[src/mtwp_pkg.sv]
`timescale 1ns / 1ps
// ----------------------------------------------------------------------------
// mtwp_pkg: shared types and constants of the write-frame parser
// Frame geometry, function codes, reply constants and the job record that
// travels from the parsing front end to the result back end.
// ----------------------------------------------------------------------------
package mtwp_pkg;

  localparam int unsigned HdrLen    = 12;
  localparam int unsigned PosW      = 17;
  localparam int unsigned QueueDepth = 4;
  localparam int unsigned QPtrW     = $clog2(QueueDepth);
  localparam int unsigned QCntW     = $clog2(QueueDepth + 1);
  localparam int unsigned IdxW      = 4;

  localparam logic [PosW-1:0] PosLenHi      = PosW'(5);
  localparam logic [PosW-1:0] PosHdrLast    = PosW'(11);
  localparam logic [PosW-1:0] PosFirstValue = PosW'(13);
  localparam logic [PosW-1:0] MinFrameLen   = PosW'(HdrLen);
  localparam logic [PosW-1:0] MbapPrefix    = PosW'(6);

  localparam logic [7:0] FuncWrSingle = 8'd6;
  localparam logic [7:0] FuncWrMulti  = 8'd16;
  localparam logic [7:0] ExcFunc      = 8'd134;
  localparam logic [7:0] ExcLen       = 8'd3;
  localparam logic [7:0] ExcCode      = 8'd1;

  localparam logic [IdxW-1:0] EchoReplyLen = IdxW'(12);
  localparam logic [IdxW-1:0] ExcReplyLen  = IdxW'(9);

  // Positions within the exception reply
  localparam logic [IdxW-1:0] ExcPosLenHi = IdxW'(4);
  localparam logic [IdxW-1:0] ExcPosLenLo = IdxW'(5);
  localparam logic [IdxW-1:0] ExcPosUnit  = IdxW'(6);
  localparam logic [IdxW-1:0] ExcPosFunc  = IdxW'(7);
  localparam logic [IdxW-1:0] ExcPosCode  = IdxW'(8);

  typedef enum logic [1:0] {
    REP_NONE,
    REP_ECHO,
    REP_EXC
  } reply_e;

  typedef logic [HdrLen-1:0][7:0] hdr_t;

  typedef struct packed {
    logic        has_wr;
    logic [7:0]  station;
    logic [15:0] addr;
    logic [15:0] value;
    reply_e      reply;
    hdr_t        hdr;
  } job_t;

endpackage

[src/mtwp_front.sv]
`timescale 1ns / 1ps
// ----------------------------------------------------------------------------
// mtwp_front: frame tracker and request classifier
// Follows the position in the frame, keeps the header bytes and the register
// counters, and turns each received byte into at most one job.
// ----------------------------------------------------------------------------
module mtwp_front (
  input  logic           clk_i,
  input  logic           rst_ni,
  input  logic           rx_valid_i,
  output logic           rx_ready_o,
  input  logic [7:0]     rx_byte_i,
  output logic           job_valid_o,
  input  logic           job_ready_i,
  output mtwp_pkg::job_t job_o
);
  import mtwp_pkg::*;

  logic [PosW-1:0] pos_q, pos_d;
  logic [PosW-1:0] len_q, len_d;
  logic [15:0]     vrem_q, vrem_d;
  logic [15:0]     nreg_q, nreg_d;
  logic [7:0]      vhi_q, vhi_d;
  hdr_t            hdr_q, hdr_eff;

  logic            accept;
  logic [7:0]      func;
  logic [PosW-1:0] new_len;
  logic            load_multi;
  logic            in_values;
  logic            val_wr;
  logic            frame_end;

  assign rx_ready_o = job_ready_i;
  assign accept     = rx_valid_i && rx_ready_o;

  always_comb begin
    hdr_eff = hdr_q;
    if (pos_q < MinFrameLen) begin
      hdr_eff[pos_q[IdxW-1:0]] = rx_byte_i;
    end
  end

  assign func    = hdr_eff[7];
  assign new_len = MbapPrefix + PosW'({hdr_eff[4], hdr_eff[5]});

  assign load_multi = (pos_q == PosHdrLast) && (func == FuncWrMulti);
  assign in_values  = (func == FuncWrMulti) && (pos_q >= PosFirstValue) && (pos_q < len_q);
  // Values start on an odd position: odd is a high byte, even a low byte
  assign val_wr     = in_values && !pos_q[0] && (vrem_q != 16'd0);
  assign frame_end  = (pos_q >= PosHdrLast) &&
                      ({1'b0, pos_q} + (PosW+1)'(1) >= {1'b0, len_q});

  always_comb begin
    job_o.has_wr  = val_wr || (frame_end && (func == FuncWrSingle));
    job_o.station = hdr_eff[6];
    job_o.addr    = val_wr ? nreg_q : {hdr_eff[8], hdr_eff[9]};
    job_o.value   = val_wr ? {vhi_q, rx_byte_i} : {hdr_eff[10], hdr_eff[11]};
    job_o.hdr     = hdr_eff;
    if (!frame_end) begin
      job_o.reply = REP_NONE;
    end else if ((func == FuncWrSingle) || (func == FuncWrMulti)) begin
      job_o.reply = REP_ECHO;
    end else begin
      job_o.reply = REP_EXC;
    end
  end

  assign job_valid_o = accept && (job_o.has_wr || frame_end);

  always_comb begin
    pos_d  = pos_q;
    len_d  = len_q;
    vrem_d = vrem_q;
    nreg_d = nreg_q;
    vhi_d  = vhi_q;
    if (accept) begin
      if (pos_q == PosLenHi) begin
        len_d = (new_len < MinFrameLen) ? MinFrameLen : new_len;
      end
      if (load_multi) begin
        nreg_d = {hdr_eff[8], hdr_eff[9]};
        vrem_d = {hdr_eff[10], hdr_eff[11]};
      end
      if (in_values && pos_q[0]) begin
        vhi_d = rx_byte_i;
      end
      if (val_wr) begin
        nreg_d = nreg_q + 16'd1;
        vrem_d = vrem_q - 16'd1;
      end
      if (frame_end) begin
        pos_d  = '0;
        len_d  = '0;
        vrem_d = '0;
      end else begin
        pos_d = pos_q + PosW'(1);
      end
    end
  end

  always_ff @(posedge clk_i or negedge rst_ni) begin
    if (!rst_ni) begin
      pos_q  <= '0;
      len_q  <= '0;
      vrem_q <= '0;
      nreg_q <= '0;
      vhi_q  <= '0;
    end else begin
      pos_q  <= pos_d;
      len_q  <= len_d;
      vrem_q <= vrem_d;
      nreg_q <= nreg_d;
      vhi_q  <= vhi_d;
    end
  end

  // Header store: undefined until written, no reset
  always_ff @(posedge clk_i) begin
    if (accept) begin
      hdr_q <= hdr_eff;
    end
  end

endmodule

[src/mtwp_queue.sv]
`timescale 1ns / 1ps
// ----------------------------------------------------------------------------
// mtwp_queue: job queue
// Small FIFO between the front end and the back end so each side can stall
// without holding up the other.
// ----------------------------------------------------------------------------
module mtwp_queue (
  input  logic           clk_i,
  input  logic           rst_ni,
  input  logic           push_i,
  output logic           push_ready_o,
  input  mtwp_pkg::job_t push_job_i,
  output logic           head_valid_o,
  input  logic           pop_i,
  output mtwp_pkg::job_t head_job_o
);
  import mtwp_pkg::*;

  job_t             entry_q [QueueDepth];
  logic [QPtrW-1:0] wr_ptr_q, wr_ptr_d;
  logic [QPtrW-1:0] rd_ptr_q, rd_ptr_d;
  logic [QCntW-1:0] cnt_q, cnt_d;
  logic             do_push, do_pop;

  assign push_ready_o = (cnt_q != QCntW'(QueueDepth));
  assign head_valid_o = (cnt_q != '0);
  assign head_job_o   = entry_q[rd_ptr_q];
  assign do_push      = push_i && push_ready_o;
  assign do_pop       = pop_i && head_valid_o;

  always_comb begin
    wr_ptr_d = do_push ? wr_ptr_q + QPtrW'(1) : wr_ptr_q;
    rd_ptr_d = do_pop ? rd_ptr_q + QPtrW'(1) : rd_ptr_q;
    cnt_d    = cnt_q;
    if (do_push && !do_pop) begin
      cnt_d = cnt_q + QCntW'(1);
    end else if (do_pop && !do_push) begin
      cnt_d = cnt_q - QCntW'(1);
    end
  end

  always_ff @(posedge clk_i or negedge rst_ni) begin
    if (!rst_ni) begin
      wr_ptr_q <= '0;
      rd_ptr_q <= '0;
      cnt_q    <= '0;
    end else begin
      wr_ptr_q <= wr_ptr_d;
      rd_ptr_q <= rd_ptr_d;
      cnt_q    <= cnt_d;
    end
  end

  always_ff @(posedge clk_i) begin
    if (do_push) begin
      entry_q[wr_ptr_q] <= push_job_i;
    end
  end

endmodule

[src/mtwp_back.sv]
`timescale 1ns / 1ps
// ----------------------------------------------------------------------------
// mtwp_back: result sequencer
// Expands the job at the head of the queue into its register write, if any, and reply
// bytes, one result per cycle while the output is not stalled, into a registered output stage.
// ----------------------------------------------------------------------------
module mtwp_back (
  input  logic           clk_i,
  input  logic           rst_ni,
  input  logic           head_valid_i,
  input  mtwp_pkg::job_t head_job_i,
  output logic           pop_o,
  output logic           out_valid_o,
  input  logic           out_ready_i,
  output logic           kind_o,
  output logic [7:0]     station_o,
  output logic [15:0]    reg_address_o,
  output logic [15:0]    reg_value_o,
  output logic [7:0]     tx_byte_o,
  output logic           last_o
);
  import mtwp_pkg::*;

  logic [IdxW-1:0] idx_q, idx_d;
  logic            ovalid_q, ovalid_d;
  logic            kind_q, last_q;
  logic [7:0]      station_q, tx_q;
  logic [15:0]     addr_q, value_q;

  logic [IdxW-1:0] reply_len, total, k;
  logic            advance, is_wr, is_last;
  logic [7:0]      rep_byte;

  always_comb begin
    unique case (head_job_i.reply)
      REP_NONE: reply_len = '0;
      REP_ECHO: reply_len = EchoReplyLen;
      REP_EXC:  reply_len = ExcReplyLen;
      default:  reply_len = '0;
    endcase
  end

  assign total   = reply_len + IdxW'(head_job_i.has_wr);
  assign is_wr   = head_job_i.has_wr && (idx_q == '0);
  assign k       = idx_q - IdxW'(head_job_i.has_wr);
  assign is_last = (idx_q == total - IdxW'(1));
  assign advance = head_valid_i && (!ovalid_q || out_ready_i);
  assign pop_o   = advance && is_last;

  always_comb begin
    rep_byte = head_job_i.hdr[k];
    if (head_job_i.reply == REP_EXC) begin
      priority if (k == ExcPosLenHi) begin
        rep_byte = 8'd0;
      end else if (k == ExcPosLenLo) begin
        rep_byte = ExcLen;
      end else if (k == ExcPosUnit) begin
        rep_byte = head_job_i.hdr[6];
      end else if (k == ExcPosFunc) begin
        rep_byte = ExcFunc;
      end else if (k == ExcPosCode) begin
        rep_byte = ExcCode;
      end else begin
        rep_byte = head_job_i.hdr[k];
      end
    end
  end

  always_comb begin
    idx_d    = idx_q;
    ovalid_d = ovalid_q;
    if (out_ready_i) begin
      ovalid_d = 1'b0;
    end
    if (advance) begin
      ovalid_d = 1'b1;
      idx_d    = is_last ? '0 : idx_q + IdxW'(1);
    end
  end

  always_ff @(posedge clk_i or negedge rst_ni) begin
    if (!rst_ni) begin
      idx_q    <= '0;
      ovalid_q <= 1'b0;
    end else begin
      idx_q    <= idx_d;
      ovalid_q <= ovalid_d;
    end
  end

  always_ff @(posedge clk_i) begin
    if (advance) begin
      kind_q    <= !is_wr;
      station_q <= is_wr ? head_job_i.station : 8'd0;
      addr_q    <= is_wr ? head_job_i.addr : 16'd0;
      value_q   <= is_wr ? head_job_i.value : 16'd0;
      tx_q      <= is_wr ? 8'd0 : rep_byte;
      last_q    <= is_last;
    end
  end

  assign out_valid_o   = ovalid_q;
  assign kind_o        = kind_q;
  assign station_o     = station_q;
  assign reg_address_o = addr_q;
  assign reg_value_o   = value_q;
  assign tx_byte_o     = tx_q;
  assign last_o        = last_q;

endmodule

[src/modbus_tcp_write_frame_parser_unit.sv]
`timescale 1ns / 1ps
// ----------------------------------------------------------------------------
// modbus_tcp_write_frame_parser_unit: Modbus TCP write-register request parser
// Splits a received byte stream into frames, emits register writes for
// functions 6 and 16 and queues the echo or exception reply bytes.
// ----------------------------------------------------------------------------
//  Channel  | Handshake              | Payload
//  ---------+------------------------+-----------------------------------------
//  rx       | rx_valid_i / rx_ready_o | rx_byte_i
//  result   | out_valid_o/out_ready_i | kind_o station_o reg_address_o
//           |                        | reg_value_o tx_byte_o last_o
//
//  One received byte is taken per cycle while the job queue has room.
//  Results leave one per cycle, while out_ready_i is high, from a registered
//  output stage; a byte that closes a frame yields up to 13 results, set by the
//  single result sequencer, and each job passes the queue, then that stage.
//  Reset clears the frame tracker, the queue and the output stage.
//  A stalled output fills the four-entry queue, which then drops rx_ready_o.
// ----------------------------------------------------------------------------
module modbus_tcp_write_frame_parser_unit (
  input  logic        clk_i,
  input  logic        rst_ni,
  input  logic        rx_valid_i,
  output logic        rx_ready_o,
  input  logic [7:0]  rx_byte_i,
  output logic        out_valid_o,
  input  logic        out_ready_i,
  output logic        kind_o,
  output logic [7:0]  station_o,
  output logic [15:0] reg_address_o,
  output logic [15:0] reg_value_o,
  output logic [7:0]  tx_byte_o,
  output logic        last_o
);
  import mtwp_pkg::*;

  job_t push_job, head_job;
  logic push, push_ready, head_valid, pop;

  mtwp_front u_front (
    .clk_i       (clk_i),
    .rst_ni      (rst_ni),
    .rx_valid_i  (rx_valid_i),
    .rx_ready_o  (rx_ready_o),
    .rx_byte_i   (rx_byte_i),
    .job_valid_o (push),
    .job_ready_i (push_ready),
    .job_o       (push_job)
  );

  mtwp_queue u_queue (
    .clk_i        (clk_i),
    .rst_ni       (rst_ni),
    .push_i       (push),
    .push_ready_o (push_ready),
    .push_job_i   (push_job),
    .head_valid_o (head_valid),
    .pop_i        (pop),
    .head_job_o   (head_job)
  );

  mtwp_back u_back (
    .clk_i         (clk_i),
    .rst_ni        (rst_ni),
    .head_valid_i  (head_valid),
    .head_job_i    (head_job),
    .pop_o         (pop),
    .out_valid_o   (out_valid_o),
    .out_ready_i   (out_ready_i),
    .kind_o        (kind_o),
    .station_o     (station_o),
    .reg_address_o (reg_address_o),
    .reg_value_o   (reg_value_o),
    .tx_byte_o     (tx_byte_o),
    .last_o        (last_o)
  );

endmodule

[config.mk]
export PLATFORM = sky130hd
export DESIGN_NAME = modbus_tcp_write_frame_parser_unit
export DESIGN_NICKNAME = d
export VERILOG_FILES = /design/src/mtwp_pkg.sv /design/src/mtwp_front.sv /design/src/mtwp_queue.sv /design/src/mtwp_back.sv /design/src/modbus_tcp_write_frame_parser_unit.sv
export SDC_FILE = /design/constraint.sdc
export NUM_CORES = 1
export LEC_CHECK = 0
export BUFFER_PORTS_ARGS = -buffer_cell sky130_fd_sc_hd__buf_2
export CAP_MARGIN = 25
export CORE_AREA = 2 2 234 236
export DETAILED_ROUTE_END_ITERATION = 8
export DIE_AREA = 0 0 236 238
export PLACE_DENSITY_LB_ADDON = 0.15
export SLEW_MARGIN = 30
export SYNTH_ARGS = -nofsm -noshare
export SYNTH_HDL_FRONTEND = slang
export SYNTH_SLANG_ARGS = --single-unit
[constraint.sdc]
create_clock -name clk_i -period 13.65 [get_ports clk_i]
set_clock_uncertainty 0.05 [all_clocks]
set_input_delay 1.365 -clock clk_i [delete_from_list [all_inputs] [get_ports clk_i]]
set_output_delay 1.365 -clock clk_i [all_outputs]
set_load 0.01 [all_outputs]
* Word level (Yosys, flattened, before mapping)
Memories as Yosys holds them, arrays and structs flattened.
Cells that the tools add are included.
** Word-level totals
- Bits in registers :: 232
- Latch bits :: 0
- Bits in writable memories :: 556
- Bits in read-only memories :: 0
- Input bits :: 12
- Output and inout bits :: 52
- Word-level logic and storage cells :: 136
- Memories kept :: 1
** Operators by class
- Add/sub/neg operators :: 13
- Multiply operators :: 0
- Div/mod/pow operators :: 0
- $lt $le $gt $ge :: 9
- Eq/ne operators :: 13
- Shifts and indexed selects :: 0
- Mux-type cells :: 33
- Bitwise gates (word level) :: 0
- Reduce and logical (&&, ||, !) cells :: 39
** Memory list
- u_queue.entry_q :: depth 4, width 139, rd ports 1, clocked after memory_dff 0, write ports 1, RTL line mtwp_queue.sv:19 : job_t entry_q [QueueDepth];
** Operators with widths (number)
- 16-bit two-way mux :: 7
- 96-bit bitwise mux :: 1
- 96-bit two-way mux :: 1
- 17-bit two-way mux :: 4
- 8-bit two-way mux :: 8
- 17-bit by 4-bit >= comparator with 1-bit output (second input constant) :: 2
- 17-bit by 4-bit < comparator with 1-bit output (second input constant) :: 2
- 8-bit binary-select mux with 4-bit select :: 1
- 8-bit demux with 4-bit select :: 1
- 17-bit by 1-bit adder with 18-bit output (second input constant) :: 1
- 18-bit by 17-bit >= comparator with 1-bit output :: 1
- 1-bit logical AND :: 18
- 17-bit by 1-bit adder with 17-bit output (second input constant) :: 1
- 3-bit by 16-bit adder with 17-bit output (first input constant) :: 1
- 17-bit by 3-bit == test with 1-bit output (second input constant) :: 1
- 17-bit by 4-bit == test with 1-bit output (second input constant) :: 1
- 17-bit < comparator :: 1
- 16-bit by 1-bit adder with 16-bit output (second input constant) :: 1
- 4-bit by 3-bit == test with 1-bit output (second input constant) :: 4
- 16-bit nonzero test :: 1
- 16-bit by 1-bit subtractor with 16-bit output (second input constant) :: 1
- 4-bit by 5-bit < comparator with 1-bit output (second input constant) :: 2
- 8-bit by 3-bit == test with 1-bit output (second input constant) :: 1
- 8-bit by 5-bit == test with 1-bit output (second input constant) :: 1
- other kinds (24) :: 44

* Depth between registers and ports, before layout
- Word-level depth :: 19
- Mapped depth :: 21
- Mapped depth without buffers :: 20

* Modules after synthesis
A second synthesis with hierarchy kept.
** Unflattened totals
- Cells, all modules :: 2087
- Area total of the unflattened synthesis :: 33991.4 um2
** Modules (own cells, without submodules)
- mtwp_queue :: instances 1, cells an instance 762, area an instance 20449.6 um2, sequential area each 16871.2 um2
- mtwp_front :: instances 1, cells an instance 1035, area an instance 10110.9 um2, sequential area each 4734.5 um2
- mtwp_back :: instances 1, cells an instance 290, area an instance 3430.8 um2, sequential area each 1626.6 um2

* Worst setup path before layout
No wires, ideal clock.
- Path type :: flip-flop to flip-flop
- Start :: reg u_front.pos_q[1]
- End :: mem u_queue.entry_q[0][0] (netlist bit) (enable)
- Setup time :: 506 ps
- Arrival time :: 6206 ps
- Data required time :: 13094 ps
- Slack :: 6888 ps
- Stages on the path, launching flop included :: 17
- Path buffers :: 1
- Clock period less this slack :: 6762 ps
- Cells stage by stage :: dfrtp_1 -> ha_1 -> clkbuf_1 -> nand3_1 -> nor2_1 -> nand3_1 -> nor2_1 -> xor2_1 -> ha_1 -> and3_1 -> o21ai_0 -> nand2_1 -> o2111a_1 -> o221a_2 -> nor2_1 -> nor2_2 -> and2_1
** On the way
- Word-level cells in the longest chain between the ends :: 17
- Elaborated cells on any way between the ends :: 27
- Classes of those cells :: add/sub: 1; order compare: 7; eq/ne: 2; mux: 6; reduce/logical: 11
** Ends and longest elaborated chain
- start, declared :: RTL line mtwp_front.sv:19 : logic [PosW-1:0] pos_q, pos_d;
- start signal, assigned :: RTL line mtwp_front.sv:110 : pos_q <= pos_d;
- branches (longest 12 deep; another with 17-bit by 1-bit adder with 18-bit output)
- 1-bit logical OR (*) :: RTL line mtwp_front.sv:69 : assign job_valid_o = accept && (job_o.has_wr || frame_end);
- 1-bit logical AND (*) :: RTL line mtwp_front.sv:69
- 1-bit logical AND (*) :: RTL line mtwp_queue.sv:28 : assign do_push = push_i && push_ready_o;
- net u_queue.do_push :: RTL line mtwp_queue.sv:23 : logic do_push, do_pop;
- 1-bit two-way mux (*) :: RTL line mtwp_queue.sv:55 : if (do_push) begin
- 1-bit two-way mux (implied by the code) (*) :: RTL line mtwp_queue.sv:56 : entry_q[wr_ptr_q] <= push_job_i;
- end, declared :: RTL line mtwp_queue.sv:19
Mark *: on every way through the listed nets, which the timed path passes.

* Final worst setup path
- Start :: reg u_front.pos_q[0]
- End :: mem u_queue.entry_q[2][84] (netlist bit) (enable)
Same word-level chain as after synthesis.

==> impl_results.md <==
- DRT iter0 DRCs: 2042
- First-pass GRT wire length: 113100 µm
- Share of layout cells above drive strength 1: 0.2227
- CTS resizes: 0
- Post-Route Setup TNS: 0 ns
- Vias in the first global route: 18270
- Async SR Flop Fraction: 0.1138
- Hold_buf cts: 0
- Design area: 36060 µm²
- Comb pwr share: 0.318
- Max Clk Rate: 0.1478 GHz
- RSZ-0062 raised after global routing: no
- Post-synth EDFFs: 670
- Max Cap Violations: 0
- PortBufs: 63
- Worst Path Arrival: 6.96 ns
- Crit-path max FO: 47
- Via/cell ratio: 6.458
- Top cells by area, synth: edfxtp_1 62%, mux4_2 11%, dfrtp_1 6.6%
- Final hold viol count: 0
- Layout Cells excl Fill: 2833
- Cell mode on critical path: nor2_1
- Startpoint types: flip-flop
- Die Y: 238 µm
- Final setup fails: 0
- Post-Syn Instances: 2007
- CTS HTree Levels: 3
- Slowest CP cell: and2_4
- GR peak layer: met2
- CP Cell Sequence: ha_1, nand3_1, nor2_1, nand3_1, nor2_1, xor2_1, ha_1, and3_1, o21ai_0, nand2_1, o2111a_1, o221a_2, nor2_1, nor2_2, and2_4, buf_4, buf_4
- Status: finished, final reports clean
- Max Root-Sink Buffers: 3
- Slowest Stage Delay on Critical Path: 0.73 ns
- Io pins: 64
- Max-Slew Margin vs Limit: 0.2814
- PD cells: 214.3 nW/µm²
- Final min period: 6.768 ns
- CTS tree: built
- Clock sink total: 756
- DRC: 0
- Initial Util: 0.6081
- FP Rows: 85
- Met3 Use GR: 0.04940
- Post-synth top area share: 0.6185
- Delay-heaviest family, CP: simple AND/OR/NAND/NOR gates
- DR vias: 18300
- Gpl congestion: 0.8656
- Die W: 236 µm
- Total power: 7.726 mW
- GR Layer Usage met1: 0.4039
- Synthesized cell area: 32530 µm²
- Antenna viol nets, final: 0
- Lkg Pwr: 12.65 nW
- Drt wl/cell: 26.17 µm
- CTS buffer count: 78
- Top_reg_cell synth: edfxtp_1
- Worst-Skew Late Latency: 0.61 ns
- Required @ worst endpoint: 13.84 ns
- Core area: 53500 µm²
- Slew Limit Fails: 0
- HPWL Detailed: 45790 µm
- Initial antenna violation count: 3
- Sw frac: 0.3228
- Net switching power: 2.494 mW
- Period utilization: 0.4958
- Largest net degree at the start of global routing: 92
- Flop pwr share: 0.416
- Clock power frac: 0.266
- Buf+Inv Stages, Crit Path: 2
- Area after DPL: 33540 µm²
- Layout Nets: 2142
- Remaining Overflow, GRT: 0
- Root buf cell: clkbuf_16
- Pre-antenna DRT Iters: 6
- Syn_nets: 2075
- Distinct cells, synth: 80
- Worst Setup End Kind: flip-flop
- Synth Register Bits: 756
- Yosys warning count: 0
- Cells after DPL: 2689
- Pint: 5.232 mW
- M2 GR Usage: 0.4165
- Pin slew with the least headroom to its limit: 1.075 ns
- # fillers: 3585
- Commonest cells in the netlist: 670 x edfxtp_1, 154 x mux4_2, 145 x nand2_1, 139 x nor2_1
- Post-CTS setup buffers: 0
- Seq/Total Area, Yosys: 0.6846
- Die area: 56170 µm²
- Most common cell in the synthesized netlist: edfxtp_1
- Routed Wire Length: 74140 µm
- Layout area overhead: 10.83%
- Mean Syn Cell Area: 16.21 µm²
- Ant. Diodes: 0
- Total GRT Usage: 0.2702
- Worst-path clk slew: 0.06 ns
- Max VDD drop: 150.4 µV
- Crit Path Class: reg2reg
- HP Class: reg2reg
- Area leader, netlist: edfxtp_1
==> power by group through the flow <==
stage          combinational (mW)  clock, mW  sequential [mW]
2_1_floorplan                1.71          0             3.19
3_3_place_gp                 2.38          0             3.26
3_5_place_dp                 2.44          0             3.27
4_1_cts                      2.45       2.08             3.23
5_1_grt                      2.66       2.17             3.24
6_report                     2.46       2.05             3.21
==> through the flow <==
| step | setup WS [ns] | hold slack, ns | utilization |
|---|---|---|---|
| after global placement | 6.999 | 0.4154 | 0.6267 |
| after floorplan | 6.888 | 0.3981 | - |
| after CTS | 6.878 | 0.4299 | 0.6735 |
| final | 6.882 | 0.4261 | 0.6740 |
| after global routing | 6.305 | 0.4539 | 0.6740 |
| after detailed placement | 6.886 | 0.4164 | 0.6270 |
==> routing by layer <==
metal  vias up  routed length [µm]
met3       113                6060
met1      9469               32060
met4         2                1560
met2       784               34450
met5         -                  13
li1       7928                   -
==> worst reg2reg max path: stages, from the launching register on <==
cell	delay, ns
dfrtp_1	0.63
ha_1	0.48
nand3_1	0.20
nor2_1	0.42
nand3_1	0.23
nor2_1	0.34
xor2_1	0.12
ha_1	0.31
and3_1	0.16
o21ai_0	0.07
nand2_1	0.08
o2111a_1	0.22
o221a_2	0.57
nor2_1	0.13
nor2_2	0.28
and2_4	0.73
buf_4	0.74
buf_4	0.64
==> cell type report <==
type                    instances  area [µm²]  share of cell area
clock inverters                41       289.0            0.008016
clock buffers                 102        2198             0.06097
inverters                      59       224.0            0.006212
repair buffers                 91       556.8             0.01544
well taps                     696       870.8             0.02415
multi-input cells            1088        9638              0.2673
flip-flops and latches        756       22280              0.6179
==> registers in the layout, summed over array words and instances, names as in the netlist, 16 cells and up <==
register              cells
u_back.reg_address_o     16
u_front.len_q            17
u_front.nreg_q           16
u_front.pos_q            17
u_back.reg_value_o       16
u_front.hdr_q            96
u_queue.entry_q         524
u_front.vrem_q           16
==> kinds of logic (layout without fill, tap and decap cells) <==
family          count (synthesis)  after routing  synth area share
compound gates                247            247           0.04923
buf+inv                       163            293           0.02042
mux                           254            254            0.1407
flops                         756            756            0.6846
fa+ha+maj                      56             56           0.02177
simple gates                  487            487           0.07138
xor+xnor                       44             44           0.01185
==> worst paths after layout <==
| path | cells after the start | start | slack, ns | to |
|---|---|---|---|---|
| max | 17 | u_front.pos_q[0]$_DFFE_PN0P_ | 6.88 | u_queue.entry_q[2][84]$_DFFE_PP_ |
| min | 1 | u_front.len_q[7]$_DFFE_PN0P_ | 0.43 | u_front.len_q[7]$_DFFE_PN0P_ |
| max reg2reg | 17 | u_front.pos_q[0]$_DFFE_PN0P_ | 6.88 | u_queue.entry_q[2][84]$_DFFE_PP_ |
| min reg2reg | 1 | u_front.len_q[7]$_DFFE_PN0P_ | 0.43 | u_front.len_q[7]$_DFFE_PN0P_ |
| max in group asynchronous | 2 | rst_ni | 11.67 | u_queue.rd_ptr_q[1]$_DFFE_PN0P_ |
| min in group asynchronous | 1 | rst_ni | 0.75 | u_front.pos_q[13]$_DFFE_PN0P_ |
==> cells in the final DEF (no fill, tap or decap), drive strengths merged, types with 63 or more instances in the layout <==
master    n
dfrtp    86
a21oi    63
o21ai    64
clkbuf  102
edfxtp  670
nand2   145
buf      91
mux4    154
mux2     87
nor2    140
Note: power is estimated with default switching activity, not from simulation.
